$ cat src/rtl/bqeh_pkg.sv
// Shared types, constants and helpers for the base quality error histogram.
package bqeh_pkg;

	localparam int MAX_READ_LENGTH = 128;
	localparam int QUALITY_LEVELS  = 60;
	localparam int COUNTER_WIDTH   = 32;

	localparam int CONTEXTS     = 20;
	localparam int CYCLES       = 2 * MAX_READ_LENGTH;
	localparam int ROW_SIZE     = CONTEXTS * CYCLES;
	localparam int DEPTH        = QUALITY_LEVELS * ROW_SIZE;
	localparam int PRESET_SCORE = 2;
	localparam int PRESET_TOTAL = 10000;
	localparam int PRESET_ERROR = 6310;
	localparam int QUEUE_DEPTH  = 2;

	localparam int ADDR_W  = $clog2(DEPTH);
	localparam int SCORE_W = $clog2(QUALITY_LEVELS);
	localparam int CTX_W   = $clog2(CONTEXTS);
	localparam int CYC_W   = $clog2(CYCLES);
	localparam int LEN_W   = $clog2(MAX_READ_LENGTH + 1);
	localparam int QPTR_W  = (QUEUE_DEPTH > 1) ? $clog2(QUEUE_DEPTH) : 1;
	localparam int QCNT_W  = $clog2(QUEUE_DEPTH + 1);

	localparam int RESET_READ_LENGTH    = 125;
	localparam int RESET_QUALITY_OFFSET = 33;

	// operation codes
	localparam logic OP_ACCUM = 1'b0;
	localparam logic OP_READ  = 1'b1;

	// result status codes
	localparam logic [1:0] ST_OK        = 2'd0;
	localparam logic [1:0] ST_BAD_BASE  = 2'd1;
	localparam logic [1:0] ST_BAD_QUAL  = 2'd2;
	localparam logic [1:0] ST_BAD_CYCLE = 2'd3;

	// register indexes
	localparam logic CFG_READ_LENGTH    = 1'b0;
	localparam logic CFG_QUALITY_OFFSET = 1'b1;

	localparam logic [1:0] BASE_COMP [4] = '{2'd3, 2'd2, 2'd1, 2'd0};

	typedef logic [COUNTER_WIDTH-1:0] cnt_t;
	typedef logic [ADDR_W-1:0] addr_t;

	typedef struct packed {
		logic       operation;
		logic [2:0] read_base;
		logic [2:0] neighbour_base;
		logic [7:0] quality_char;
		logic [6:0] position_in_read;
		logic       reverse_strand;
		logic       second_mate;
		logic [2:0] ref_base;
		logic [2:0] alt_base;
		logic [7:0] readout_cycle;
	} cmd_t;

	typedef struct packed {
		logic [1:0]  status;
		logic [31:0] all_count;
		logic [31:0] error_count;
	} result_t;

	typedef struct packed {
		logic [1:0] status;
		logic       accum;
		logic       has_nb;
		logic       is_err;
		addr_t      idx_addr;
		addr_t      plain_addr;
	} q_entry_t;

	typedef struct packed {
		logic full;
		logic empty;
	} q_status_t;

	function automatic addr_t slot(logic [SCORE_W-1:0] score, logic [CTX_W-1:0] ctx,
			logic [CYC_W-1:0] cycle);
		logic [31:0] s;
		s = 32'(score) * 32'(ROW_SIZE) + 32'(ctx) * 32'(CYCLES) + 32'(cycle);
		return s[ADDR_W-1:0];
	endfunction

	function automatic cnt_t sat_inc(cnt_t v);
		return (v == '1) ? v : v + cnt_t'(1);
	endfunction

	function automatic logic [31:0] clip_out(cnt_t v);
		logic [63:0] ext;
		ext = 64'(v);
		return (ext > 64'h0000_0000_FFFF_FFFF) ? 32'hFFFF_FFFF : ext[31:0];
	endfunction

endpackage

$ cat src/rtl/bqeh_fifo.sv
// Short queue of classified commands between front and back end.
module bqeh_fifo import bqeh_pkg::*; (
	input  logic      clk,
	input  logic      arst_n,
	input  logic      push,
	input  q_entry_t  push_entry,
	input  logic      pop,
	output q_entry_t  head,
	output q_status_t qstat
);

	q_entry_t          mem_q [QUEUE_DEPTH];
	logic [QPTR_W-1:0] wr_ptr_q;
	logic [QPTR_W-1:0] rd_ptr_q;
	logic [QCNT_W-1:0] count_q;

	assign head        = mem_q[rd_ptr_q];
	assign qstat.full  = (count_q == QCNT_W'(QUEUE_DEPTH));
	assign qstat.empty = (count_q == '0);

	always_ff @(posedge clk) begin
		if (push)
			mem_q[wr_ptr_q] <= push_entry;
	end

	always_ff @(posedge clk or negedge arst_n) begin
		if (!arst_n) begin
			wr_ptr_q <= '0;
			rd_ptr_q <= '0;
			count_q  <= '0;
		end else begin
			if (push)
				wr_ptr_q <= (wr_ptr_q == QPTR_W'(QUEUE_DEPTH - 1)) ? '0 : wr_ptr_q + 1'b1;
			if (pop)
				rd_ptr_q <= (rd_ptr_q == QPTR_W'(QUEUE_DEPTH - 1)) ? '0 : rd_ptr_q + 1'b1;
			if (push && !pop)
				count_q <= count_q + QCNT_W'(1);
			else if (pop && !push)
				count_q <= count_q - QCNT_W'(1);
		end
	end

endmodule

$ cat config.mk
export PLATFORM = sky130hd
export DESIGN_NAME = bqeh_fifo
export DESIGN_NICKNAME = d
export VERILOG_FILES = /design/src/rtl/bqeh_pkg.sv /design/src/rtl/bqeh_fifo.sv
export SDC_FILE = /design/constraint.sdc
export NUM_CORES = 1
export LEC_CHECK = 0
export BUFFER_PORTS_ARGS = -buffer_cell sky130_fd_sc_hd__buf_2
export CAP_MARGIN = 20
export CORE_AREA = 5 5 87 89
export CTS_BUF_LIST = sky130_fd_sc_hd__clkbuf_4 sky130_fd_sc_hd__clkbuf_8
export DETAILED_ROUTE_END_ITERATION = 16
export DIE_AREA = 0 0 92 94
export MAX_ROUTING_LAYER = met4
export PLACE_DENSITY = 0.89
export SYNTH_ARGS = -nofsm -noshare
export SYNTH_HDL_FRONTEND = slang
export SYNTH_SLANG_ARGS = --single-unit
$ cat constraint.sdc
create_clock -name clk -period 3.8 [get_ports clk]
set_clock_uncertainty 0.05 [all_clocks]
set_input_delay 0.19 -clock clk [delete_from_list [all_inputs] [get_ports clk]]
set_output_delay 0.19 -clock clk [all_outputs]
set_load 0.03 [all_outputs]
# Word-level counts from Yosys, hierarchy flattened
# Memory sizes are Yosys's and may differ from the RTL's.
# Index checks and enable logic that the tools add are counted.
# word_totals
ff_bits,4
latchBits,0
ramBits,86
rom_bits,0
input_bits,47
output_inout_bits,45
word_cells,21
mem_count,1
# mem_list
memory,words,width,rd,rd_ports_with_merged_regs,wr,line,text
mem_q,2,43,1,0,1,bqeh_fifo.sv:12,q_entry_t mem_q [QUEUE_DEPTH];
# op_classes
addsub,4
mul,0
div,0
magnitude_cmp,0
n_eq_ne,1
shifts,0
muxes,6
n_bitwise,0
n_reduce_logical,6
# op_table
op,count
2-to-1 mux 1 bit,4
2-to-1 mux 2 bit,2
"adder 1 bit, second input constant",2
"adder 2 x 1 -> 2 bit, second input constant",1
"== test 2 bit, second input constant",1
logical AND 1 bit,2
logical NOT 1 bit,2
logical NOT 2 bit,1
nonzero test 2 bit,1
"subtractor 2 x 1 -> 2 bit, second input constant",1

# Longest topological paths before layout
# Gate-level depths: netlist of the first run.
# depth
depth_word,4
depth_mapped,5
ltp_nobuf,5

# Least setup slack after synthesis of the first run
# OpenSTA, ideal clock, no wires.
# synth_path
kind,reg2reg
start,register wr_ptr_q
end,memory mem_q[0][0] in the netlist's numbering (enable)
setup_ns,0.449
arrival_ns,2.325
required_ns,3.301
path_slack_ns,0.977
path_stages_with_launch,2
path_buffers,0
period_less_slack_ns,2.823
path_cell_list,dfrtp_1 > nor2b_1
# synth_rtl
element,line,text
from (decl),bqeh_fifo.sv:13,logic [QPTR_W-1:0] wr_ptr_q;
from (signal assigned),bqeh_fifo.sv:33,wr_ptr_q <= (wr_ptr_q == QPTR_W'(QUEUE_DEPTH - 1)) ? '0 : wr_ptr_q + 1'b1;
to (decl),bqeh_fifo.sv:12,
# No word-level cell before the write port.

==> results of run 1 <==
[final timing paths]
check / startpoint / to / depth (start not counted)
max in group asynchronous: arst_n / rd_ptr_q$_DFFE_PN0P_ / 2
worst max-delay path: rd_ptr_q$_DFFE_PN0P_ / head[25] / 3
worst min-delay path: push / wr_ptr_q$_DFFE_PN0P_ / 2
min in group asynchronous: arst_n / rd_ptr_q$_DFFE_PN0P_ / 2
worst max register to register: wr_ptr_q$_DFFE_PN0P_ / mem_q[0][13]$_DFFE_PP_ / 2
worst min register to register: count_q[1]$_DFFE_PN0P_ / count_q[1]$_DFFE_PN0P_ / 1
[through the flow]
step	std cells	utilization	hold WS, ns
final	379	0.694	0.0212
after global routing	379	0.694	0.0195
after CTS	379	0.694	0.00630
after detailed placement	318	0.596	-0.0447
after global placement	318	0.596	-0.0519
after floorplan	150	-	-0.156
[layer usage]
| layer | GRT usage | part of all wire | vias to the layer above |
|---|---|---|---|
| met2 | 0.293 | 0.56 | 62 |
| met5 | - | 0 | - |
| met3 | 0.0569 | 0.058 | 11 |
| met4 | 0.0446 | 0.012 | 0 |
| met1 | 0.163 | 0.37 | 886 |
| li1 | - | - | 870 |
[placed cells by master (no fill, tap or decap)]
master          n
and2_2          1
buf_2          91
buf_4           2
bufinv_16       1
clkbuf_4        1
clkbuf_8        9
clkinv_4        2
clkinvlp_4      1
dfrtp_1         3
dfrtp_2         1
dlygate4sd3_1  45
edfxtp_1       86
ha_1            1
inv_1           1
inv_6           1
inv_8           1
mux2_2          4
mux2_4         39
nor2_1          2
nor2b_1         1
nor2b_4         1
xnor2_1         1
xor2_1          4
[cell usage after synthesis]
master and number:
nor2_1 2, and2_1 1, buf_12 4, inv_1 1
buf_6 1, ha_1 1, nor2b_1 2, mux2_2 4
xnor2_1 1, edfxtp_1 86, dfrtp_1 4, xor2_1 4
mux2_4 39
[worst max-delay path, cell delays in order, from the launching register on]
cell     delay (ns)
dfrtp_2        0.95
buf_4          0.44
mux2_4         0.33
buf_2          0.18
[registers in the layout (all words and copies together) (netlist names)]
signal	flops
count_q	2
wr_ptr_q	1
rd_ptr_q	1
mem_q	86
[where the power goes]
group          switching, mW  internal, mW  total [mW]
clock                  0.332         0.320       0.652
combinational          0.730         0.536        1.27
sequential             0.143          1.32        1.46
total                   1.21          2.18        3.38
[logic make-up (layout without fill, tap and decap cells)]
kind of cell | Yosys count | after routing | share of synthesized area
XOR/XNOR | 5 | 5 | 0.0125
flip-flops | 90 | 90 | 0.768
multiplexers | 43 | 43 | 0.181
AND/OR/NAND/NOR | 5 | 5 | 0.00753
buffers and inverters | 6 | 155 | 0.0272
adder cells (fa/ha/maj) | 1 | 1 | 0.00358
[final cells by class]
cell class / count / area (µm²) / area share
Clock buffer: 10 / 131 / 0.0283
Clock inverter: 6 / 75.1 / 0.0162
Inverter: 1 / 3.75 / 0.000809
Multi-Input combinational cell: 54 / 722 / 0.156
Sequential cell: 90 / 2680 / 0.579
Tap cell: 80 / 100 / 0.0216
Timing Repair Buffer: 138 / 921 / 0.199
[what timing repair did]
item / 4_1_cts / 5_1_grt
buffers inserted: 0 / 0
hold buffers: 45 / 0
hold endpoints to repair: 91 / 0
==> results.cfg, run 1 <==
[run_status]
outcome = finished, final reports clean

[placed_design]
post_dp_cell_area_mm2 = 0.00398
gp_congestion = 0.706
io_buffers = 91
pre_cts_ws_ns = 1.66
hpwl_um = 3870

[timing]
rsz0062_at_grt = false
tns_ns = 0
period_minus_slack_ns = 2.49
slew_viol_final = 0
fmax_mhz = 401
setup_slack_ns = 1.31
tightest_slew_ns = 1.02
setup_violations = 0
hold_viol = 0
post-route-period-util = 0.656
maxSlewHeadroom = 0.317

[worst_setup_path]
required_ns = 3.56
cp_data_arrival_time_ns = 2.25
worstPathMaxFanout = 29
worstSetupPathType = reg -> out
rrSetupSlack_ns = 2.05
start_kind = register
cp-end-kind = output pin

[cts]
cts_tree = built
clock_sinks = 90
post_cts_resized = 0
clkSlewWorstSetupHoldPaths_ns = 0.08
cts_root_buf = clkbuf_8
clock_latency_ns = 0.34
clock_path_buffers = 2
cts_buffers = 9
cts_max_level = 3

[grt]
antenna_found_initial = 0
grt_max_degree = 44
grt_pass1_wl_um = 9890
overflow = 0
grtUsageTotal = 0.160
grt_pass1_vias = 2006

[synthesis]
yosysTopAreaCell = edfxtp_1
yosysSeqAreaShare = 0.768
avgSynthCellArea_um2 = 23.3
syn_inst = 150
syn-num-nets = 198
ys_types = 13
yosysWarnings = 0
ys_top_cells_by_area = edfxtp_1 74%, mux2_4 17%, dfrtp_1 2.9%, buf_12 2.3%, mux2_2 1.3%
synth_top_cell_area_share = 0.740
ys_ff_latch = 90
synth.cell_area_mm2 = 0.00349

[route]
route.detailed.drc = 0
dr_total_vias = 1829
avgViaCountPerCell = 4.83
dr.pass1.iters = 4
ant_nets = 0
routedWlPerCell_um = 16.8
postRouteWirelength_um = 6380
drtIter0Drc = 72

[die]
die_x_um = 92
pin_count = 92
row_count = 30
placeableCoreArea_mm2 = 0.00668
fp.dieH_um = 94
start_util = 0.522
die_area_mm2 = 0.00865

[power]
p_leak_nw = 1.90
peakVddDrop_mv = 0.478
total_power_mw = 3.38
p_per_area_mw_per_mm2 = 729

[cells_and_area]
nNetsFinal = 342
drive_gt1_frac = 0.518
areaGrowthSynthToFinish_pct = 32.8
fillers = 429
diodes = 0
final_area_mm2 = 0.00464

[hold_path]
hp-class = in -> reg

[flow_run]
maxCapViolations = 0
Note: power is estimated with default switching activity, not from simulation.
==> inputs of run 2 (changes only) <==
==> constraint.sdc (replaced) <==
create_clock -name clk -period 2.4 [get_ports clk]
set_clock_uncertainty 0.05 [all_clocks]
set_input_delay 0.12 -clock clk [delete_from_list [all_inputs] [get_ports clk]]
set_output_delay 0.12 -clock clk [all_outputs]
set_load 0.03 [all_outputs]
==> run 2 against run 1 <==
Against the previous run:
- cell area increased by 0.59%
- non-clock buffer count grew 3
- cell count grew 0.79%
- routed wire length grew 2.2%
- combinational power rose by 72%
- sequential share of layout area is 0.34 points lower
- via count increased by 2.2%
- register-to-register slack worse by 1.2 ns
- first-iteration DRC count rose by 31%
- clock power rose by 46%
- power increased by 57%
- flip-flop and latch count unchanged
- largest cell class unchanged
==> results.cfg, run 2 (synthesis results as in run 1) <==
[run_status]
outcome = finished, final reports clean

[timing]
period_minus_slack_ns = 1.78
post-route-period-util = 0.742
hold_ws_ns = 0.0508
setup_violations = 0
maxSlewHeadroom = 0.598
hold_viol = 0
slew_viol_final = 0
tightest_slew_ns = 0.601
rsz0062_at_grt = false
fmax_mhz = 562
tns_ns = 0

[die]
row_count = 30
pin_count = 92
placeableCoreArea_mm2 = 0.00668
start_util = 0.522
die_area_mm2 = 0.00865
die_x_um = 92
fp.dieH_um = 94

[cells_and_area]
final_area_mm2 = 0.00466
stdcell_count = 382
nNetsFinal = 345
reg_top3 = mem_q (86), count_q (2)
areaGrowthSynthToFinish_pct = 33.6
final_cell_mix = 91 x buf_2, 86 x edfxtp_1, 46 x dlygate4sd3_1, 39 x mux2_4, 9 x clkbuf_8
top_register = mem_q
drive_gt1_frac = 0.513
largest_register_ffs = 86
final_common_cell = buf_2
diodes = 0

[cts]
post_cts_resized = 0
holdBufCountCts = 46
clkSlewWorstSetupHoldPaths_ns = 0.08
cts_root_buf = clkbuf_8
clock_path_buffers = 2
clock_latency_ns = 0.34
cts_max_level = 3
cts_buffers = 9
post-cts-setup-buffer-count = 0
cts_tree = built
clock_sinks = 90

[power]
p_leak_nw = 1.91
comb_power_share = 0.409
total_power_mw = 5.32
netSwitchingPower_mw = 1.88
swShare = 0.353
peakVddDrop_mv = 0.971
p_int_mw = 3.44
power_frac_seq = 0.412
pwr-share-clk = 0.179
p_per_area_mw_per_mm2 = 1140

[grt]
overflow = 0
antenna_found_initial = 0
grt_pass1_vias = 2073
grt_pass1_wl_um = 10300
grtUsageTotal = 0.164
grt_max_degree = 45

[placed_design]
io_buffers = 91
dp.cells = 320
post_dp_cell_area_mm2 = 0.00402
hpwl_um = 4020
gp_congestion = 0.675

[worst_setup_path]
required_ns = 2.23
cp_data_arrival_time_ns = 1.61
cp_cell_sequence = buf_12 > mux2_2 > buf_2
worstPathMaxFanout = 44
slowest_delay_ns = 0.38
ff2ff_path_depth = 2
start_kind = register
worstSetupPathType = reg -> out
cp-end-kind = output pin
crit_path_top_delay_cell = dfrtp_2

[hold_path]
hp-class = in -> async

[route]
ant_nets = 0
postRouteWirelength_um = 6520
dr.pass1.iters = 4
route.detailed.drc = 0
dr_total_vias = 1869
drtIter0Drc = 94
routedWlPerCell_um = 17.1
avgViaCountPerCell = 4.89

[flow_run]
maxCapViolations = 0
-- run 2: cell types whose count changed in the layout (fill, tap and decap cells not counted) --
cell	delta
clkinv_4	-2
buf_12	+2
inv_8	-1
dlygate4sd3_1	+1
clkinv_2	+3
clkinv_1	+2
inv_6	-1
clkbuf_4	-1
-- run 2: final timing paths --
check / startpoint / slack [ns] / to
setup / recovery: rd_ptr_q$_DFFE_PN0P_ / 0.62 / head[28]
hold / removal: arst_n / 0.05 / wr_ptr_q$_DFFE_PN0P_
setup reg to reg: wr_ptr_q$_DFFE_PN0P_ / 0.82 / mem_q[0][29]$_DFFE_PP_
hold reg to reg: count_q[1]$_DFFE_PN0P_ / 0.48 / count_q[1]$_DFFE_PN0P_
max in group asynchronous: arst_n / 2.11 / rd_ptr_q$_DFFE_PN0P_
min in group clk: push_entry[0] / 0.45 / mem_q[0][0]$_DFFE_PP_
-- run 2: routing by layer --
layer / vias up / part of all wire / routed length (µm) / track usage
met2: 60 / 0.57 / 3750 / 0.301
met4: 0 / 0.022 / 146 / 0.0755
met1: 923 / 0.37 / 2390 / 0.171
met5: - / 0 / 0 / -
li1: 874 / - / - / -
met3: 12 / 0.037 / 240 / 0.0321
-- run 2: area by class of cell --
class                           instances  area (µm²)
Clock inverter                          7        60.1
Tap cell                               80         100
Inverter                                1        3.75
Sequential cell                        90        2680
Timing Repair Buffer                  141         971
Multi-Input combinational cell         54         722
Clock buffer                            9         124
Fill cell                             427        2020
-- run 2: stage by stage --
stage / util / setup slack (ns)
after floorplan: - / 0.399
after global placement: 0.602 / 0.883
after detailed placement: 0.602 / 0.800
after CTS: 0.698 / 0.626
after global routing: 0.698 / 0.585
final: 0.698 / 0.619
-- run 2: critical path, delay by kind of cell, from the launching register on --
kind,cells,cell delay [ns]
buffers and inverters,2,0.47
DFF,1,0.38
muxes,1,0.38
-- run 2: power by group through the flow --
stage | registers, mW | logic (mW) | clock network, mW
after floorplan | 2.20 | 1.75 | 0
after global placement | 2.20 | 2.10 | 0
after detailed placement | 2.23 | 2.13 | 0
after CTS | 2.20 | 2.19 | 0.970
after global routing | 2.23 | 2.29 | 1.04
final | 2.20 | 2.18 | 0.953
==> inputs of run 3 (changes only) <==
--- a/config.mk
+++ b/config.mk
@@ -7,12 +7,12 @@
 export LEC_CHECK = 0
 export BUFFER_PORTS_ARGS = -buffer_cell sky130_fd_sc_hd__buf_2
 export CAP_MARGIN = 20
-export CORE_AREA = 5 5 87 89
+export CORE_AREA = 5 5 91 93
 export CTS_BUF_LIST = sky130_fd_sc_hd__clkbuf_4 sky130_fd_sc_hd__clkbuf_8
 export DETAILED_ROUTE_END_ITERATION = 16
-export DIE_AREA = 0 0 92 94
+export DIE_AREA = 0 0 96 98
 export MAX_ROUTING_LAYER = met4
-export PLACE_DENSITY = 0.89
+export PLACE_DENSITY = 0.85
 export SYNTH_ARGS = -nofsm -noshare
 export SYNTH_HDL_FRONTEND = slang
 export SYNTH_SLANG_ARGS = --single-unit
==> constraint.sdc (replaced) <==
create_clock -name clk -period 1.5 [get_ports clk]
set_clock_uncertainty 0.05 [all_clocks]
set_input_delay 0.075 -clock clk [delete_from_list [all_inputs] [get_ports clk]]
set_output_delay 0.075 -clock clk [all_outputs]
set_load 0.03 [all_outputs]
==> run 3 against run 2 <==
Against the previous run:
- the flow now finishes with violations (setup timing)
- worst setup slack worse by 0.72 ns
- via count is 0.70% higher
- cell count is 6.8% higher
- clock power is 82% higher
- die area up 8.8%
- combinational power up 100%
- non-clock buffer count up 4
- cell area grew 9.4%
- first-iteration DRC count shrank 16%
- critical path type unchanged
- highest routed layer unchanged
==> results.cfg, run 3 (synthesis results as in run 1) <==
[die]
die_area_mm2 = 0.00941
start_util = 0.469
pin_count = 92
die_x_um = 96
fp.dieH_um = 98
placeableCoreArea_mm2 = 0.00745
row_count = 32

[cells_and_area]
stdcell_count = 408
final_cell_mix = 86 x edfxtp_1, 48 x buf_2, 47 x dlygate4sd3_1, 43 x mux2_4, 43 x buf_6
areaGrowthSynthToFinish_pct = 46.2
diodes = 0
nNetsFinal = 349
top_register = mem_q
final_common_cell = edfxtp_1
final_area_mm2 = 0.00510
reg_top3 = mem_q (86), count_q (2)
largest_register_ffs = 86
fillers = 514
final_util = 0.685
drive_gt1_frac = 0.520

[timing]
tightest_slew_ns = 0.201
rsz0062_at_grt = true
slew_viol_final = 0
setup_violations = 43
maxSlewHeadroom = 0.865
hold_viol = 0
fmax_mhz = 623
post-route-period-util = 1.07
setup_slack_ns = -0.105
period_minus_slack_ns = 1.61
hold_ws_ns = 0.400
tns_ns = -3.72

[grt]
use_met1 = 0.163
grt_pass1_vias = 2162
overflow = 0
grt_pass1_wl_um = 10300
gr-usage-met3 = 0.0300
busiest_layer = met2
grtUsageTotal = 0.153
grtUsageMet2 = 0.273
grt_max_degree = 28
antenna_found_initial = 0

[run_status]
outcome = complete, but fails checks
violations = setup timing

[cts]
post-cts-setup-buffer-count = 0
clock_sinks = 90
cts_tree = built
clock_latency_ns = 0.34
clock_path_buffers = 2
cts_root_buf = clkbuf_8
cts_buffers = 9
cts_max_level = 3
clkSlewWorstSetupHoldPaths_ns = 0.08

[power]
swShare = 0.331
power_frac_seq = 0.365
p_leak_nw = 2.08
p_per_area_mw_per_mm2 = 1900
pwr-share-clk = 0.178
peakVddDrop_mv = 1.28
p_int_mw = 6.48
comb_power_share = 0.457
total_power_mw = 9.68
netSwitchingPower_mw = 3.20

[worst_setup_path]
required_ns = 1.37
worstSetupPathType = reg -> out
cp-end-kind = output pin
crit_path_start = rd_ptr_q$_DFFE_PN0P_
worstPathMaxFanout = 13
cp_data_arrival_time_ns = 1.48
rr_startpoint = wr_ptr_q$_DFFE_PN0P_
start_kind = register

[placed_design]
io_buffers = 91
dp.cells = 344
post_dp_cell_area_mm2 = 0.00411
hpwl_um = 3820
pre_cts_ws_ns = 0.192
gp_congestion = 0.627

[hold_path]
min-delay-start = push_entry[3]
hp-class = in -> reg

[route]
drtIter0Drc = 79
dr.pass1.iters = 4
route.detailed.drc = 0
ant_nets = 0
avgViaCountPerCell = 4.61
postRouteWirelength_um = 6810
dr_total_vias = 1882
routedWlPerCell_um = 16.7

[flow_run]
maxCapViolations = 0
## run 3: changes by cell type in the layout (fill, tap and decap cells not counted), sizes merged
cell / previous run / this run
buf: 95 / 97
bufinv: 1 / 2
clkbuf: 9 / 11
clkinv: 5 / 3
dlygate4sd3: 46 / 47
## run 3: area by class of cell
class / instances / area [µm²] / area share
multi-input cells: 54 / 737 / 0.144
repair buffers: 145 / 1340 / 0.263
flip-flops and latches: 90 / 2680 / 0.526
inverters: 1 / 3.75 / 0.000735
clock buffers: 10 / 131 / 0.0257
clock inverters: 6 / 81.3 / 0.0159
well taps: 102 / 128 / 0.0250
## run 3: path summary, 6_finish.rpt
kind | to | slack, ns | depth (start not counted)
setup / recovery | head[4] | -0.11 | 3
hold / removal | mem_q[1][3]$_DFFE_PP_ | 0.40 | 2
setup reg to reg | mem_q[1][25]$_DFFE_PP_ | 0.30 | 2
hold reg to reg | count_q[1]$_DFFE_PN0P_ | 0.45 | 1
max in group asynchronous | rd_ptr_q$_DFFE_PN0P_ | 0.63 | 3
min in group asynchronous | count_q[1]$_DFFE_PN0P_ | 0.58 | 3
## run 3: power by group through the flow
stage               combinational, mW  sequential, mW  clock, mW
detailed placement               3.53            3.57          0
global route                     4.62            3.59       1.87
floorplan                        2.80            3.51          0
finish                           4.42            3.53       1.73
global placement                 3.49            3.53          0
CTS                              4.31            3.51       1.76
## run 3: routing by layer
metal  vias to the layer above  share of wire
met5                         -              0
met4                         0          0.016
met3                        10          0.046
met2                        64           0.57
met1                       927           0.37
li1                        881              -
## run 3: critical path: stages (launching register included)
cell and delay [ns]:
dfrtp_2 0.47, clkbuf_16 0.21, mux2_4 0.32, buf_6 0.14
## run 3: what timing repair did
item	4_1_cts	5_1_grt
hold endpoints to repair	92	0
cloned	0	1
hold buffers	47	0
gates resized for setup	86	4
setup endpoints to repair	43	43
