<file path="src/rtl/bqeh_pkg.sv">
// Shared types, constants and helpers for the base quality error histogram.
package bqeh_pkg;

	localparam int MAX_READ_LENGTH = 128;
	localparam int QUALITY_LEVELS  = 60;
	localparam int COUNTER_WIDTH   = 32;

	localparam int CONTEXTS     = 20;
	localparam int CYCLES       = 2 * MAX_READ_LENGTH;
	localparam int ROW_SIZE     = CONTEXTS * CYCLES;
	localparam int DEPTH        = QUALITY_LEVELS * ROW_SIZE;
	localparam int PRESET_SCORE = 2;
	localparam int PRESET_TOTAL = 10000;
	localparam int PRESET_ERROR = 6310;
	localparam int QUEUE_DEPTH  = 2;

	localparam int ADDR_W  = $clog2(DEPTH);
	localparam int SCORE_W = $clog2(QUALITY_LEVELS);
	localparam int CTX_W   = $clog2(CONTEXTS);
	localparam int CYC_W   = $clog2(CYCLES);
	localparam int LEN_W   = $clog2(MAX_READ_LENGTH + 1);
	localparam int QPTR_W  = (QUEUE_DEPTH > 1) ? $clog2(QUEUE_DEPTH) : 1;
	localparam int QCNT_W  = $clog2(QUEUE_DEPTH + 1);

	localparam int RESET_READ_LENGTH    = 125;
	localparam int RESET_QUALITY_OFFSET = 33;

	// operation codes
	localparam logic OP_ACCUM = 1'b0;
	localparam logic OP_READ  = 1'b1;

	// result status codes
	localparam logic [1:0] ST_OK        = 2'd0;
	localparam logic [1:0] ST_BAD_BASE  = 2'd1;
	localparam logic [1:0] ST_BAD_QUAL  = 2'd2;
	localparam logic [1:0] ST_BAD_CYCLE = 2'd3;

	// register indexes
	localparam logic CFG_READ_LENGTH    = 1'b0;
	localparam logic CFG_QUALITY_OFFSET = 1'b1;

	localparam logic [1:0] BASE_COMP [4] = '{2'd3, 2'd2, 2'd1, 2'd0};

	typedef logic [COUNTER_WIDTH-1:0] cnt_t;
	typedef logic [ADDR_W-1:0] addr_t;

	typedef struct packed {
		logic       operation;
		logic [2:0] read_base;
		logic [2:0] neighbour_base;
		logic [7:0] quality_char;
		logic [6:0] position_in_read;
		logic       reverse_strand;
		logic       second_mate;
		logic [2:0] ref_base;
		logic [2:0] alt_base;
		logic [7:0] readout_cycle;
	} cmd_t;

	typedef struct packed {
		logic [1:0]  status;
		logic [31:0] all_count;
		logic [31:0] error_count;
	} result_t;

	typedef struct packed {
		logic [1:0] status;
		logic       accum;
		logic       has_nb;
		logic       is_err;
		addr_t      idx_addr;
		addr_t      plain_addr;
	} q_entry_t;

	typedef struct packed {
		logic full;
		logic empty;
	} q_status_t;

	function automatic addr_t slot(logic [SCORE_W-1:0] score, logic [CTX_W-1:0] ctx,
			logic [CYC_W-1:0] cycle);
		logic [31:0] s;
		s = 32'(score) * 32'(ROW_SIZE) + 32'(ctx) * 32'(CYCLES) + 32'(cycle);
		return s[ADDR_W-1:0];
	endfunction

	function automatic cnt_t sat_inc(cnt_t v);
		return (v == '1) ? v : v + cnt_t'(1);
	endfunction

	function automatic logic [31:0] clip_out(cnt_t v);
		logic [63:0] ext;
		ext = 64'(v);
		return (ext > 64'h0000_0000_FFFF_FFFF) ? 32'hFFFF_FFFF : ext[31:0];
	endfunction

endpackage

</file>
<file path="src/rtl/bqeh_front.sv">
// Front end: command accept, config registers, classification and address generation.
module bqeh_front import bqeh_pkg::*; (
	input  logic      clk,
	input  logic      arst_n,
	input  logic      start,
	output logic      busy,
	input  cmd_t      cmd,
	input  logic      cfg_valid,
	output logic      cfg_ready,
	input  logic      cfg_index,
	input  logic [7:0] cfg_data,
	input  logic      clearing,
	input  q_status_t qstat,
	output logic      push,
	output q_entry_t  push_entry
);

	logic [7:0] read_length_q;
	logic [6:0] quality_offset_q;

	logic [LEN_W-1:0]   len;
	logic [8:0]         qdiff;
	logic               qual_bad;
	logic               cyc_bad;
	logic [SCORE_W-1:0] score;
	logic [1:0]         b;
	logic [1:0]         n;
	logic [LEN_W-1:0]   c;
	logic [CYC_W-1:0]   cycle;
	logic               has_nb;
	logic [CTX_W-1:0]   ctx_acc;
	logic [CTX_W-1:0]   ctx_rd;

	assign cfg_ready = 1'b1;
	assign busy      = clearing | qstat.full;
	assign push      = start & ~busy;

	always_ff @(posedge clk or negedge arst_n) begin
		if (!arst_n) begin
			read_length_q    <= 8'(RESET_READ_LENGTH);
			quality_offset_q <= 7'(RESET_QUALITY_OFFSET);
		end else if (cfg_valid && cfg_ready) begin
			unique case (cfg_index)
				CFG_READ_LENGTH:    read_length_q    <= cfg_data;
				CFG_QUALITY_OFFSET: quality_offset_q <= cfg_data[6:0];
			endcase
		end
	end

	always_comb begin
		if (read_length_q == 8'd0)
			len = LEN_W'(1);
		else if (16'(read_length_q) > 16'(MAX_READ_LENGTH))
			len = LEN_W'(MAX_READ_LENGTH);
		else
			len = LEN_W'(read_length_q);

		qdiff    = {1'b0, cmd.quality_char} - {2'b00, quality_offset_q};
		qual_bad = (cmd.quality_char < {1'b0, quality_offset_q}) ||
			(qdiff >= 9'(QUALITY_LEVELS));
		score    = SCORE_W'(qdiff);

		if (cmd.operation == OP_READ)
			cyc_bad = 16'(cmd.readout_cycle) >= (16'(len) + 16'(len));
		else
			cyc_bad = 16'(cmd.position_in_read) >= 16'(len);

		// reverse strand: complement bases, mirror cycle within the mate
		b = cmd.reverse_strand ? BASE_COMP[cmd.read_base[1:0]] : cmd.read_base[1:0];
		n = cmd.reverse_strand ? BASE_COMP[cmd.neighbour_base[1:0]]
			: cmd.neighbour_base[1:0];
		c = cmd.reverse_strand ? len - LEN_W'(1) - LEN_W'(cmd.position_in_read)
			: LEN_W'(cmd.position_in_read);
		cycle  = CYC_W'(c) + (cmd.second_mate ? CYC_W'(len) : CYC_W'(0));
		has_nb = (c != '0) && (cmd.neighbour_base <= 3'd3);

		ctx_acc = has_nb ? CTX_W'({1'b0, n, b}) + CTX_W'(4) : CTX_W'(b);
		ctx_rd  = (cmd.neighbour_base <= 3'd3)
			? CTX_W'({1'b0, cmd.neighbour_base[1:0], cmd.read_base[1:0]}) + CTX_W'(4)
			: CTX_W'(cmd.read_base[1:0]);

		push_entry = '0;
		if (cmd.read_base > 3'd3)
			push_entry.status = ST_BAD_BASE;
		else if (qual_bad)
			push_entry.status = ST_BAD_QUAL;
		else if (cyc_bad)
			push_entry.status = ST_BAD_CYCLE;
		else
			push_entry.status = ST_OK;

		if (cmd.operation == OP_READ) begin
			push_entry.idx_addr   = slot(score, ctx_rd, CYC_W'(cmd.readout_cycle));
			push_entry.plain_addr = push_entry.idx_addr;
		end else begin
			push_entry.accum      = 1'b1;
			push_entry.has_nb     = has_nb;
			push_entry.is_err     = (cmd.read_base != cmd.ref_base) &&
				(cmd.read_base != cmd.alt_base);
			push_entry.idx_addr   = slot(score, ctx_acc, cycle);
			push_entry.plain_addr = slot(score, CTX_W'(b), cycle);
		end
	end

endmodule

</file>
<file path="config.mk">
export PLATFORM = sky130hd
export DESIGN_NAME = bqeh_front
export DESIGN_NICKNAME = d
export VERILOG_FILES = /design/src/rtl/bqeh_pkg.sv /design/src/rtl/bqeh_front.sv
export SDC_FILE = /design/constraint.sdc
export NUM_CORES = 1
export LEC_CHECK = 0
export BUFFER_PORTS_ARGS = -buffer_cell sky130_fd_sc_hd__buf_2
export CAP_MARGIN = 20
export CORE_UTILIZATION = 35
export CTS_BUF_LIST = sky130_fd_sc_hd__clkbuf_8 sky130_fd_sc_hd__clkbuf_16
export CTS_CLUSTER_DIAMETER = 50
export DETAILED_ROUTE_END_ITERATION = 8
export SYNTH_ARGS = -nofsm -noshare
export SYNTH_HDL_FRONTEND = slang
export SYNTH_SLANG_ARGS = --single-unit
</file>
<file path="constraint.sdc">
create_clock -name clk -period 4.9 [get_ports clk]
set_input_delay 0.735 -clock clk [delete_from_list [all_inputs] [get_ports clk]]
set_output_delay 0.735 -clock clk [all_outputs]
set_load 0.05 [all_outputs]
</file>
# Word level (Yosys, flattened, before mapping)
# Cells that the tools add are included.
[word_totals]
ff_bits = 15
in_bits = 54
output_inout_bits = 46
wordCells = 60
[classes]
n_addsub = 13
mul = 1
order_cmp = 9
eq_ne = 2
mux = 20
bitwise = 6
n_reduce_logical = 7
[op_table]
columns = ["cell", "n"]
rows = [
  ["adder 19 x 8 -> 19 bit", 3],
  ["adder 19 x 13 -> 19 bit", 2],
  ["2-to-1 mux 38 bit", 1],
  ["2-to-1 mux 8 bit", 4],
  ["adder 19 x 10 -> 19 bit", 1],
  ["2-to-1 mux 2 bit", 9],
  ["adder 4 x 3 -> 5 bit (second input constant)", 2],
  ["2-to-1 mux 5 bit", 2],
  ["adder 8 x 8 -> 9 bit", 1],
  ["greater-or-equal comparator 8 x 9 -> 1 bit", 1],
  ["greater-or-equal comparator 9 x 6 -> 1 bit (second input constant)", 1],
  ["multiplier 6 x 3 -> 9 bit (second input constant)", 1],
  ["subtractor 8 x 7 -> 9 bit", 1],
  ["adder 8 bit", 1],
  ["binary-select mux 2 bit (select 2 bit)", 2],
  ["greater-or-equal comparator 7 x 8 -> 1 bit", 1],
  ["> comparator 8 bit (second input constant)", 1],
  ["logical NOT 8 bit", 1],
  ["less-than comparator 8 x 7 -> 1 bit", 1],
  ["nonzero test 8 bit", 1],
  ["subtractor 8 x 1 -> 8 bit (second input constant)", 1],
  ["subtractor 8 x 7 -> 8 bit", 1],
  ["greater-or-equal comparator 3 bit (second input constant)", 2],
  ["!= test 3 bit", 2],
  ["11 further kinds", 15],
]

# Logic depth before layout (Yosys ltp)
# Gate-level depths: netlist of run 1.
[depth]
word_depth = 12
depth_mapped = 19
depth_no_buf = 19

# Least setup slack after synthesis of run 1
# OpenSTA, ideal clock, no wires.
[synth_timing]
kind = "input to output"
from = "input cmd[16] (netlist name)"
to = "output push_entry[31] (netlist name)"
arrival_ns = 4.720
path_slack_ns = -0.555
path_stages = 13
path_buffers = 0
path_cell_list = "inv_1 > ha_1 > fa_1 > a21o_1 > a211oi_2 > o221ai_2 > or4_4 > a211oi_4 > nor4_1 > ha_1 > fa_1 > xnor2_1 > a21boi_0"
[synth_rtl]
columns = ["item", "line_no", "rtl"]
rows = [
  ["start, declared", "bqeh_front.sv:7", "input cmd_t cmd,"],
  ["end, declared", "bqeh_front.sv:15", "output q_entry_t push_entry"],
]

==> results of run 1 <==
-- critical path, stage by stage, from the launching register on --
cell	delay, ns
dfstp_2	0.54
nor2_2	0.04
a21oi_2	0.14
nor2_2	0.06
ha_2	0.18
fa_2	0.35
buf_4	0.15
xnor2_2	0.15
a21oi_1	0.09
o21bai_1	0.17
or4_4	0.56
a211oi_4	0.19
nor4_2	0.08
ha_2	0.19
fa_2	0.40
a21oi_2	0.14
o22ai_2	0.10
nand2_2	0.12
o21ai_1	0.07
o2bb2ai_1	0.13
a211o_4	0.33
buf_8	0.15
-- layout make-up --
type / count / area (µm²)
clock buffer: 3 / 41.3
clock inverter: 1 / 3.75
fill: 823 / 4230
inverter: 43 / 161
multi-input combinational: 334 / 2750
sequential: 15 / 385
tap: 108 / 135
timing repair buffer: 167 / 1090
-- power by group through the flow --
stage / logic (mW) / registers [mW] / clock network (mW)
floorplan: 1.51 / 0.159 / 0
global placement: 1.97 / 0.161 / 0
detailed placement: 2.00 / 0.162 / 0
CTS: 2.18 / 0.160 / 0.103
global route: 2.37 / 0.163 / 0.108
finish: 2.22 / 0.161 / 0.0997
-- worst min path at each step --
stage / slack, ns / endpoint / startpoint / depth (start not counted)
3_3_place_gp: 0.50 / quality_offset_q[2] / quality_offset_q[2] / 1
6_report: 0.37 / read_length_q[1] / arst_n / 1
4_1_cts: 0.38 / quality_offset_q[4] / arst_n / 1
2_1_floorplan: 0.44 / quality_offset_q[1] / arst_n / 0
5_1_grt: 0.39 / read_length_q[1] / arst_n / 1
3_5_place_dp: 0.50 / quality_offset_q[3] / quality_offset_q[3] / 1
-- per-stage QoR --
| stage | setup WS (ns) | setup TNS, ns |
|---|---|---|
| floorplan | -0.184 | -0.243 |
| global placement | -0.339 | -0.698 |
| detailed placement | -0.411 | -1.02 |
| CTS | -0.569 | -2.51 |
| global route | -0.634 | -3.03 |
| finish | -0.418 | -1.39 |
-- sequential cells by signal (all words and copies together), names as in the netlist --
signal	count
read_length_q	8
quality_offset_q	7
-- layer usage --
metal	vias to the layer above	wire, µm
li1	1734	-
met1	1586	4190
met2	90	4340
met3	9	367
met4	0	102
met5	-	0
-- repair_timing --
action,in CTS,in global routing
pin swaps,22,10
setup endpoints to repair,10,14
endpoints found under the hold margin,0,0
hold buffers,0,0
buffers inserted,12,3
resized for setup,31,19
-- cells in the final DEF, fill, tap and decap left out, types with 17 or more instances in the layout --
cell type,count
buf_2,85
nand2_1,33
buf_4,68
o21ai_0,17
ha_1,49
inv_1,42
a21oi_1,19
nor2_1,28
mux2_2,17
-- cells by family after synthesis --
group           Yosys count  synth area share (%)
mux                      19                  6.56
fa+ha+maj                58                  23.9
other cells               1                 0.116
xor+xnor                 29                  7.87
simple gates            133                  20.7
compound gates           94                  20.2
buf+inv                  62                  8.69
flops                    15                  11.9
==> results.sh, run 1 <==
export IMPL_outcome="finished with violations"
export IMPL_violations="design-rule violations, negative setup slack"
export IMPL_drt_antenna_violating_nets=0
export IMPL_use_met1_pct=24.7
export IMPL_cp_startpoint="read_length_q[5]"
export IMPL_gr_usage_met2_pct=34.1
export IMPL_grt_busiest_layer="met2"
export IMPL_hold_path_class="input port to asynchronous set/reset pin"
export IMPL_route_detailed_drc=11
export IMPL_power_frac_seq_pct=6.5
export IMPL_crit_fanout=4
export IMPL_r2r_end="read_length_q[1]"
export IMPL_path_clk_slew_ns=0.06
export IMPL_p_total_mw=2.48
export IMPL_setup_viol=7
export IMPL_synthTopCellsByArea="ha_1 (20%), dfstp_2 (6.5%), mux2_2 (5.9%), dfrtp_1 (5.4%), xnor2_1 (5.2%)"
export IMPL_power_density_mw_per_mm2=542
export IMPL_drv_slew=0
export IMPL_hold_slack_ns=0.372
export IMPL_ys_ff_latch=15
export IMPL_regToRegStartpoint="read_length_q[1]"
export IMPL_dp_cells=655
export IMPL_vdd_drop_max_mv=0.559
export IMPL_required_ns=4.16
export IMPL_wl_per_cell_um=13.4
export IMPL_power_frac_comb_pct=89.5
export IMPL_clockBufferDepth=2
export IMPL_initial_utilization_pct=36.6
export IMPL_place_area_mm2=0.00425
export IMPL_max_freq_mhz=188
export IMPL_switching_power_mw=1.41
export IMPL_worst_slew_pin_slew_ns=0.663
export IMPL_fin_nets=676
export IMPL_ioPinCount=100
export IMPL_grt_max_degree=31
export IMPL_dp_hpwl_mm=7.59
export IMPL_synth_seq_area_share_pct=11.9
export IMPL_grt_use_met3_pct=1.22
export IMPL_leakage_nw=2.33
export IMPL_swShare_pct=57.0
export IMPL_synthArstFlopShare_pct=100
export IMPL_first_pass_iters=7
export IMPL_gp_congestion=0.873
export IMPL_setup_ws_ns=-0.418
export IMPL_drive_gt1_share_pct=42.8
export IMPL_grt_pass1_wl_mm=15.2
export IMPL_synth_commonest_cells="ha_1 (52), inv_1 (43), nand2_1 (34), nor2_1 (32), a21oi_1 (23)"
export IMPL_yosysMostFrequentCell="ha_1"
export IMPL_cts_tree="yes"
export IMPL_period_needed_ns=5.32
export IMPL_critPathArrivalTime_ns=4.58
export IMPL_avgSynthCellArea_um2=7.85
export IMPL_synth_cell_types=64
export IMPL_syn_nets=523
export IMPL_vias=3419
export IMPL_dieHeight_um=98
export IMPL_rsz0062_at_grt="yes"
export IMPL_htreeDepth=1
export IMPL_ff2ff_setup_slack_ns=4.02
export IMPL_final_cells=671
export IMPL_cp_endpoint="push_entry[37]"
export IMPL_worst_setup_path_end_kind="primary output"
export IMPL_clk_latency_ns=0.25
export IMPL_netlist_area_leader_share_pct=20.2
export IMPL_num_antenna_cells=0
export IMPL_fp_row_count=34
export IMPL_first_iter_violations=134
export IMPL_routed_via_density=5.10
export IMPL_yosysTopAreaCell="ha_1"
export IMPL_grt_ovfl_total=0
export IMPL_cts_root_buf="clkbuf_8"
export IMPL_clock_skew_ns=0
export IMPL_final_util_pct=51.9
export IMPL_p_int_mw=1.07
export IMPL_cts_sink_count=15
export IMPL_reg2reg_depth=2
export IMPL_maxCapViolations=0
export IMPL_yosys_most_used_dff="dfstp_2"
export IMPL_synth_cells=411
export IMPL_grt_pass1_vias=3423
export IMPL_crit_type="flop to primary output"
export IMPL_yosys_warnings=0
export IMPL_syn_area_mm2=0.00323
export IMPL_period_share_pct=109
export IMPL_die_x_um=98
export IMPL_worstSetupStartpointType="flop"
export IMPL_core_area_mm2=0.00881
export IMPL_hold_viol_final=0
export IMPL_synth_edf_count=0
export IMPL_antenna_found_initial=0
export IMPL_max_slew_margin_pct=55.7
export IMPL_grt_usage_pct=18.9
export IMPL_numPortBuffers=97
export IMPL_syn2layout_area_growth_pct=41.7
export IMPL_final_area_mm2=0.00457
export IMPL_p_clk_share_pct=4.0
export IMPL_die_area_mm2=0.00960
export IMPL_detail_route_wirelength_mm=8.99
export IMPL_cts_buffers=3
Note: power is estimated with default switching activity, not from simulation.
==> run 2: changes to the inputs <==
Settings changed: RECOVER_POWER set to 25.
==> run 2 against run 1 <==
  * The flow still finishes with violations (design-rule violations, negative setup slack)
  * Final area hardly changed
  * Hold slack better by 0.14 ns
  * Sequential power about the same
  * Maximum frequency about the same
  * Critical path type unchanged
  * Die area did not move
  * Worst setup slack got worse by 0.0024 ns
  * First-iteration DRC count is 2.2% higher
  * Core utilization is essentially flat
==> results.sh, run 2 (synthesized netlist as in run 1, its figures left out) <==
export IMPL_outcome="finished with violations"
export IMPL_violations="design-rule violations, negative setup slack"
export IMPL_period_needed_ns=5.32
export IMPL_core_area_mm2=0.00881
export IMPL_vdd_drop_max_mv=0.559
export IMPL_largest_register="read_length_q"
export IMPL_swShare_pct=57.0
export IMPL_fin_nets=676
export IMPL_p_clk_share_pct=4.0
export IMPL_cts_root_buf="clkbuf_8"
export IMPL_top_layer="met4"
export IMPL_numPortBuffers=97
export IMPL_power_frac_seq_pct=6.5
export IMPL_required_ns=4.16
export IMPL_crit_type="flop to primary output"
export IMPL_max_slew_margin_pct=47.5
export IMPL_first_iter_violations=137
export IMPL_cts_buffers=3
export IMPL_place_area_mm2=0.00425
export IMPL_drt_antenna_violating_nets=0
export IMPL_p_int_mw=1.07
export IMPL_initial_utilization_pct=36.6
export IMPL_grt_max_degree=31
export IMPL_worstSetupStartpointType="flop"
export IMPL_worst_setup_path_end_kind="primary output"
export IMPL_leakage_nw=2.33
export IMPL_reg_top3="read_length_q: 8 flops, quality_offset_q: 7 flops"
export IMPL_die_x_um=98
export IMPL_route_detailed_drc=11
export IMPL_wl_met1_mm=4.16
export IMPL_dr_wl_met3_um=395
export IMPL_setup_viol=7
export IMPL_clock_skew_ns=0
export IMPL_cts_sink_count=15
export IMPL_max_freq_mhz=188
export IMPL_ff_latch_area_um2=385
export IMPL_die_area_mm2=0.00960
export IMPL_multi_input_area_mm2=0.00275
export IMPL_layout_commonest_cell="buf_2"
export IMPL_drv_slew=0
export IMPL_switching_power_mw=1.41
export IMPL_clk_latency_ns=0.25
export IMPL_layout_common_cells="buf_2 (84), buf_4 (68), ha_1 (49)"
export IMPL_num_antenna_cells=0
export IMPL_antenna_found_initial=0
export IMPL_maxCapViolations=0
export IMPL_largest_reg_flops=8
export IMPL_met2_length_mm=4.34
export IMPL_grt_pass1_vias=3423
export IMPL_critPathArrivalTime_ns=4.59
export IMPL_setup_ws_ns=-0.420
export IMPL_grt_usage_pct=18.9
export IMPL_power_density_mw_per_mm2=542
export IMPL_p_total_mw=2.48
export IMPL_gp_congestion=0.873
export IMPL_htreeDepth=1
export IMPL_period_share_pct=109
export IMPL_clockBufferDepth=2
export IMPL_dp_hpwl_mm=7.59
export IMPL_grt_ovfl_total=0
export IMPL_hold_viol_final=0
export IMPL_ioPinCount=100
export IMPL_wl_per_cell_um=13.4
export IMPL_cts_tree="yes"
export IMPL_power_frac_comb_pct=89.5
export IMPL_grt_pass1_wl_mm=15.2
export IMPL_worst_slew_pin_slew_ns=0.788
export IMPL_vias=3404
export IMPL_fp_row_count=34
export IMPL_hold_buffers=0
export IMPL_first_pass_iters=7
export IMPL_crit_fanout=4
export IMPL_drive_gt1_share_pct=42.6
export IMPL_fill_cells=824
export IMPL_rsz0062_at_grt="yes"
export IMPL_routed_via_density=5.07
export IMPL_syn2layout_area_growth_pct=41.7
export IMPL_path_clk_slew_ns=0.06
export IMPL_dieHeight_um=98
export IMPL_hold_path_class="flop to flop"
export IMPL_final_area_mm2=0.00457
export IMPL_detail_route_wirelength_mm=8.98
## run 2: worst max-delay path, cell delays in order, from the launching register on
cell and delay (ns):
dfstp_2 0.54, nor2_2 0.04, a21oi_2 0.14, nor2_2 0.06
ha_2 0.18, fa_2 0.35, buf_4 0.15, xnor2_2 0.15
a21oi_1 0.09, o21bai_1 0.17, or4_4 0.56, a211oi_4 0.19
nor4_2 0.08, ha_2 0.19, fa_2 0.40, a21oi_2 0.14
o22ai_2 0.10, nand2_2 0.11, o21ai_1 0.07, o2bb2ai_1 0.13
a211o_4 0.33, buf_8 0.15
## run 2: final timing paths
check / startpoint / endpoint / slack [ns] / cells after the start
setup reg to reg: read_length_q[1] / read_length_q[1] / 4.02 / 2
max in group asynchronous: arst_n / quality_offset_q[6] / 3.87 / 1
min in group asynchronous: arst_n / read_length_q[7] / 0.54 / 1
hold reg to reg: quality_offset_q[3] / quality_offset_q[3] / 0.51 / 1
hold / removal: quality_offset_q[3] / quality_offset_q[3] / 0.51 / 1
setup / recovery: read_length_q[5] / push_entry[37] / -0.42 / 21
## run 2: per-stage QoR
| stage | util (%) | setup TNS [ns] | setup WS (ns) | hold WS (ns) | cells |
|---|---|---|---|---|---|
| after floorplan | - | -0.243 | -0.184 | 0.439 | 411 |
| after global placement | 48.3 | -0.698 | -0.339 | 0.496 | 655 |
| after detailed placement | 48.3 | -1.02 | -0.411 | 0.497 | 655 |
| final | 51.9 | -1.41 | -0.420 | 0.510 | 671 |
| after CTS | 51.1 | -2.51 | -0.569 | 0.385 | 669 |
| after global routing | 51.9 | -3.03 | -0.634 | 0.531 | 671 |
## run 2: power by group through the flow
stage               logic [mW]  registers, mW  clock network, mW
floorplan                 1.51          0.159                  0
global route              2.37          0.163              0.108
detailed placement        2.00          0.162                  0
global placement          1.97          0.161                  0
CTS                       2.18          0.160              0.103
finish                    2.22          0.161             0.0999
## run 2: what timing repair did
item | 4_1_cts | 5_1_grt
resized for setup | 31 | 19
setup endpoints to repair | 10 | 14
cloned | 0 | 0
pin swaps | 22 | 10
buffers inserted | 12 | 3
## run 2: cell type report
| type | instances | area share (%) |
|---|---|---|
| clock buffer | 3 | 0.903 |
| clock inverter | 1 | 0.0821 |
| tap | 108 | 2.96 |
| inverter | 43 | 3.53 |
| timing repair buffer | 167 | 23.9 |
| sequential | 15 | 8.43 |
| multi-input combinational | 334 | 60.2 |
## run 2: routing by layer
layer  up-vias  GRT usage, %
met3         7          1.22
met2        87          34.1
met5         -             0
met1      1577          24.7
li1       1733             -
met4         0          3.73
==> run 3: changes to the inputs <==
Settings changed: CAP_MARGIN 20 to 0, CORE_ASPECT_RATIO set to 0.8, CORE_UTILIZATION 35 to 45, PLACE_DENSITY set to 0.74.
==> run 3 against run 2 <==
  * The run ends with negative setup slack left
  * Critical endpoint unchanged
  * Clock skew unchanged
  * Wire length up 5.2%
  * Cell count down 3.4%
  * First-iteration DRC count down 10%
  * Count of clock-buffer cells in the layout unchanged
  * Core utilization up 14 points
  * Hold slack worse by 0.0036 ns
  * Flip-flop and latch count unchanged
==> results.sh, run 3 (synthesized netlist as in run 1, its figures left out) <==
export IMPL_first_iter_violations=123
export IMPL_drive_gt1_share_pct=42.6
export IMPL_dp_cells=634
export IMPL_power_density_mw_per_mm2=558
export IMPL_die_area_mm2=0.00751
export IMPL_clock_skew_ns=0
export IMPL_min_delay_start="quality_offset_q[4]"
export IMPL_clockBufferDepth=2
export IMPL_die_x_um=96.7
export IMPL_grt_pass1_vias=3389
export IMPL_grt_usage_pct=24.5
export IMPL_hold_path_class="flop to flop"
export IMPL_largest_reg_flops=8
export IMPL_crit_fanout=5
export IMPL_outcome="finished with violations"
export IMPL_ioPinCount=100
export IMPL_dieHeight_um=77.7
export IMPL_first_pass_iters=4
export IMPL_crit_type="flop to primary output"
export IMPL_setup_viol=7
export IMPL_gp_congestion=0.870
export IMPL_p_total_mw=2.53
export IMPL_antenna_found_initial=0
export IMPL_vias=3457
export IMPL_worst_slew_pin_slew_ns=0.762
export IMPL_final_util_pct=65.9
export IMPL_layout_commonest_cell="buf_2"
export IMPL_syn2layout_area_growth_pct=40.8
export IMPL_cts_buffers=3
export IMPL_largest_register="read_length_q"
export IMPL_hold_buffers=0
export IMPL_grt_pass1_wl_mm=15.2
export IMPL_drv_slew=0
export IMPL_grt_max_degree=31
export IMPL_maxCapViolations=0
export IMPL_hold_viol_final=0
export IMPL_cts_root_buf="clkbuf_8"
export IMPL_period_needed_ns=5.45
export IMPL_worst_setup_path_end_kind="primary output"
export IMPL_cts_sink_count=15
export IMPL_r2r_end="read_length_q[2]"
export IMPL_fp_row_count=27
export IMPL_route_detailed_drc=0
export IMPL_wl_per_cell_um=14.6
export IMPL_cts_tree="yes"
export IMPL_core_area_mm2=0.00689
export IMPL_num_antenna_cells=0
export IMPL_place_ws_ns=-0.466
export IMPL_hold_slack_ns=0.507
export IMPL_clk_latency_ns=0.24
export IMPL_rsz0062_at_grt="yes"
export IMPL_max_slew_margin_pct=49.2
export IMPL_fin_nets=674
export IMPL_setup_tns_ns=-2.07
export IMPL_initial_utilization_pct=46.8
export IMPL_setup_ws_ns=-0.547
export IMPL_period_share_pct=111
export IMPL_detail_route_wirelength_mm=9.45
export IMPL_grt_ovfl_total=0
export IMPL_routed_via_density=5.33
export IMPL_reg_top3="read_length_q: 8 flops, quality_offset_q: 7 flops"
export IMPL_regToRegStartpoint="read_length_q[2]"
export IMPL_numPortBuffers=97
export IMPL_worstSetupStartpointType="flop"
export IMPL_drt_antenna_violating_nets=0
export IMPL_holdPathStages=1
export IMPL_place_area_mm2=0.00423
export IMPL_hold_path_end="quality_offset_q[4]"
export IMPL_reg2reg_depth=3
export IMPL_required_ns=4.16
export IMPL_leakage_nw=2.31
export IMPL_vdd_drop_max_mv=0.692
export IMPL_path_clk_slew_ns=0.06
export IMPL_violations="negative setup slack"
export IMPL_htreeDepth=1
export IMPL_layout_common_cells="buf_2 (83), buf_4 (69), ha_1 (48)"
export IMPL_critPathArrivalTime_ns=4.71
export IMPL_final_area_mm2=0.00454
export IMPL_ff2ff_setup_slack_ns=3.96
export IMPL_dp_hpwl_mm=7.73
export IMPL_final_cells=648
export IMPL_max_freq_mhz=184
[run 3: what timing repair did]
| action | in CTS | in global routing |
|---|---|---|
| endpoints found under the setup margin | 10 | 12 |
| pin swaps | 27 | 14 |
| setup buffers | 10 | 6 |
| resized for setup | 33 | 24 |
[run 3: area by class of cell]
| type | count | area [µm²] |
|---|---|---|
| Clock buffer | 3 | 41.3 |
| Clock inverter | 1 | 3.75 |
| Fill cell | 604 | 2350 |
| Inverter | 43 | 161 |
| Multi-Input combinational cell | 334 | 2770 |
| Sequential cell | 15 | 385 |
| Tap cell | 87 | 109 |
| Timing Repair Buffer | 165 | 1070 |
[run 3: per-layer routing]
layer / vias to the layer above / GRT usage, % / routed length (µm)
met1: 1605 / 29.8 / 4070
met5: - / 0 / 0
met4: 0 / 4.78 / 170
li1: 1725 / - / -
met3: 20 / 2.25 / 507
met2: 107 / 46.8 / 4700
[run 3: critical path: stages (launching register included)]
cell and delay (ns):
dfstp_2 0.53, nor4_1 0.05, a21oi_1 0.18, nor2_2 0.10, ha_4 0.17, fa_2 0.35
buf_4 0.14, xnor2_1 0.16, a21oi_1 0.11, o21bai_1 0.19, or4_4 0.56, a211oi_4 0.20
nor4_2 0.08, ha_2 0.20, fa_2 0.40, a21oi_2 0.14, o22ai_2 0.09, nand2_2 0.14
o21ai_1 0.07, o2bb2ai_1 0.13, a211o_4 0.33, buf_8 0.15
[run 3: power by group]
group | internal, mW | switching (mW) | leakage [nW] | total, mW
clock network | 0.0554 | 0.0397 | 0.0269 | 0.0950
logic | 0.881 | 1.40 | 2.11 | 2.28
registers | 0.150 | 0.0102 | 0.166 | 0.160
total | 1.09 | 1.45 | 2.31 | 2.53
[run 3: worst max path at each step]
stage                                start             end  slack (ns)  cells past startpoint
after CTS                 read_length_q[5]  push_entry[37]       -0.59                     20
after global routing      read_length_q[3]  push_entry[37]       -0.73                     21
after floorplan           read_length_q[2]  push_entry[37]       -0.18                     19
after detailed placement  read_length_q[2]  push_entry[37]       -0.47                     21
final                     read_length_q[3]  push_entry[37]       -0.55                     21
after global placement    read_length_q[2]  push_entry[37]       -0.37                     21
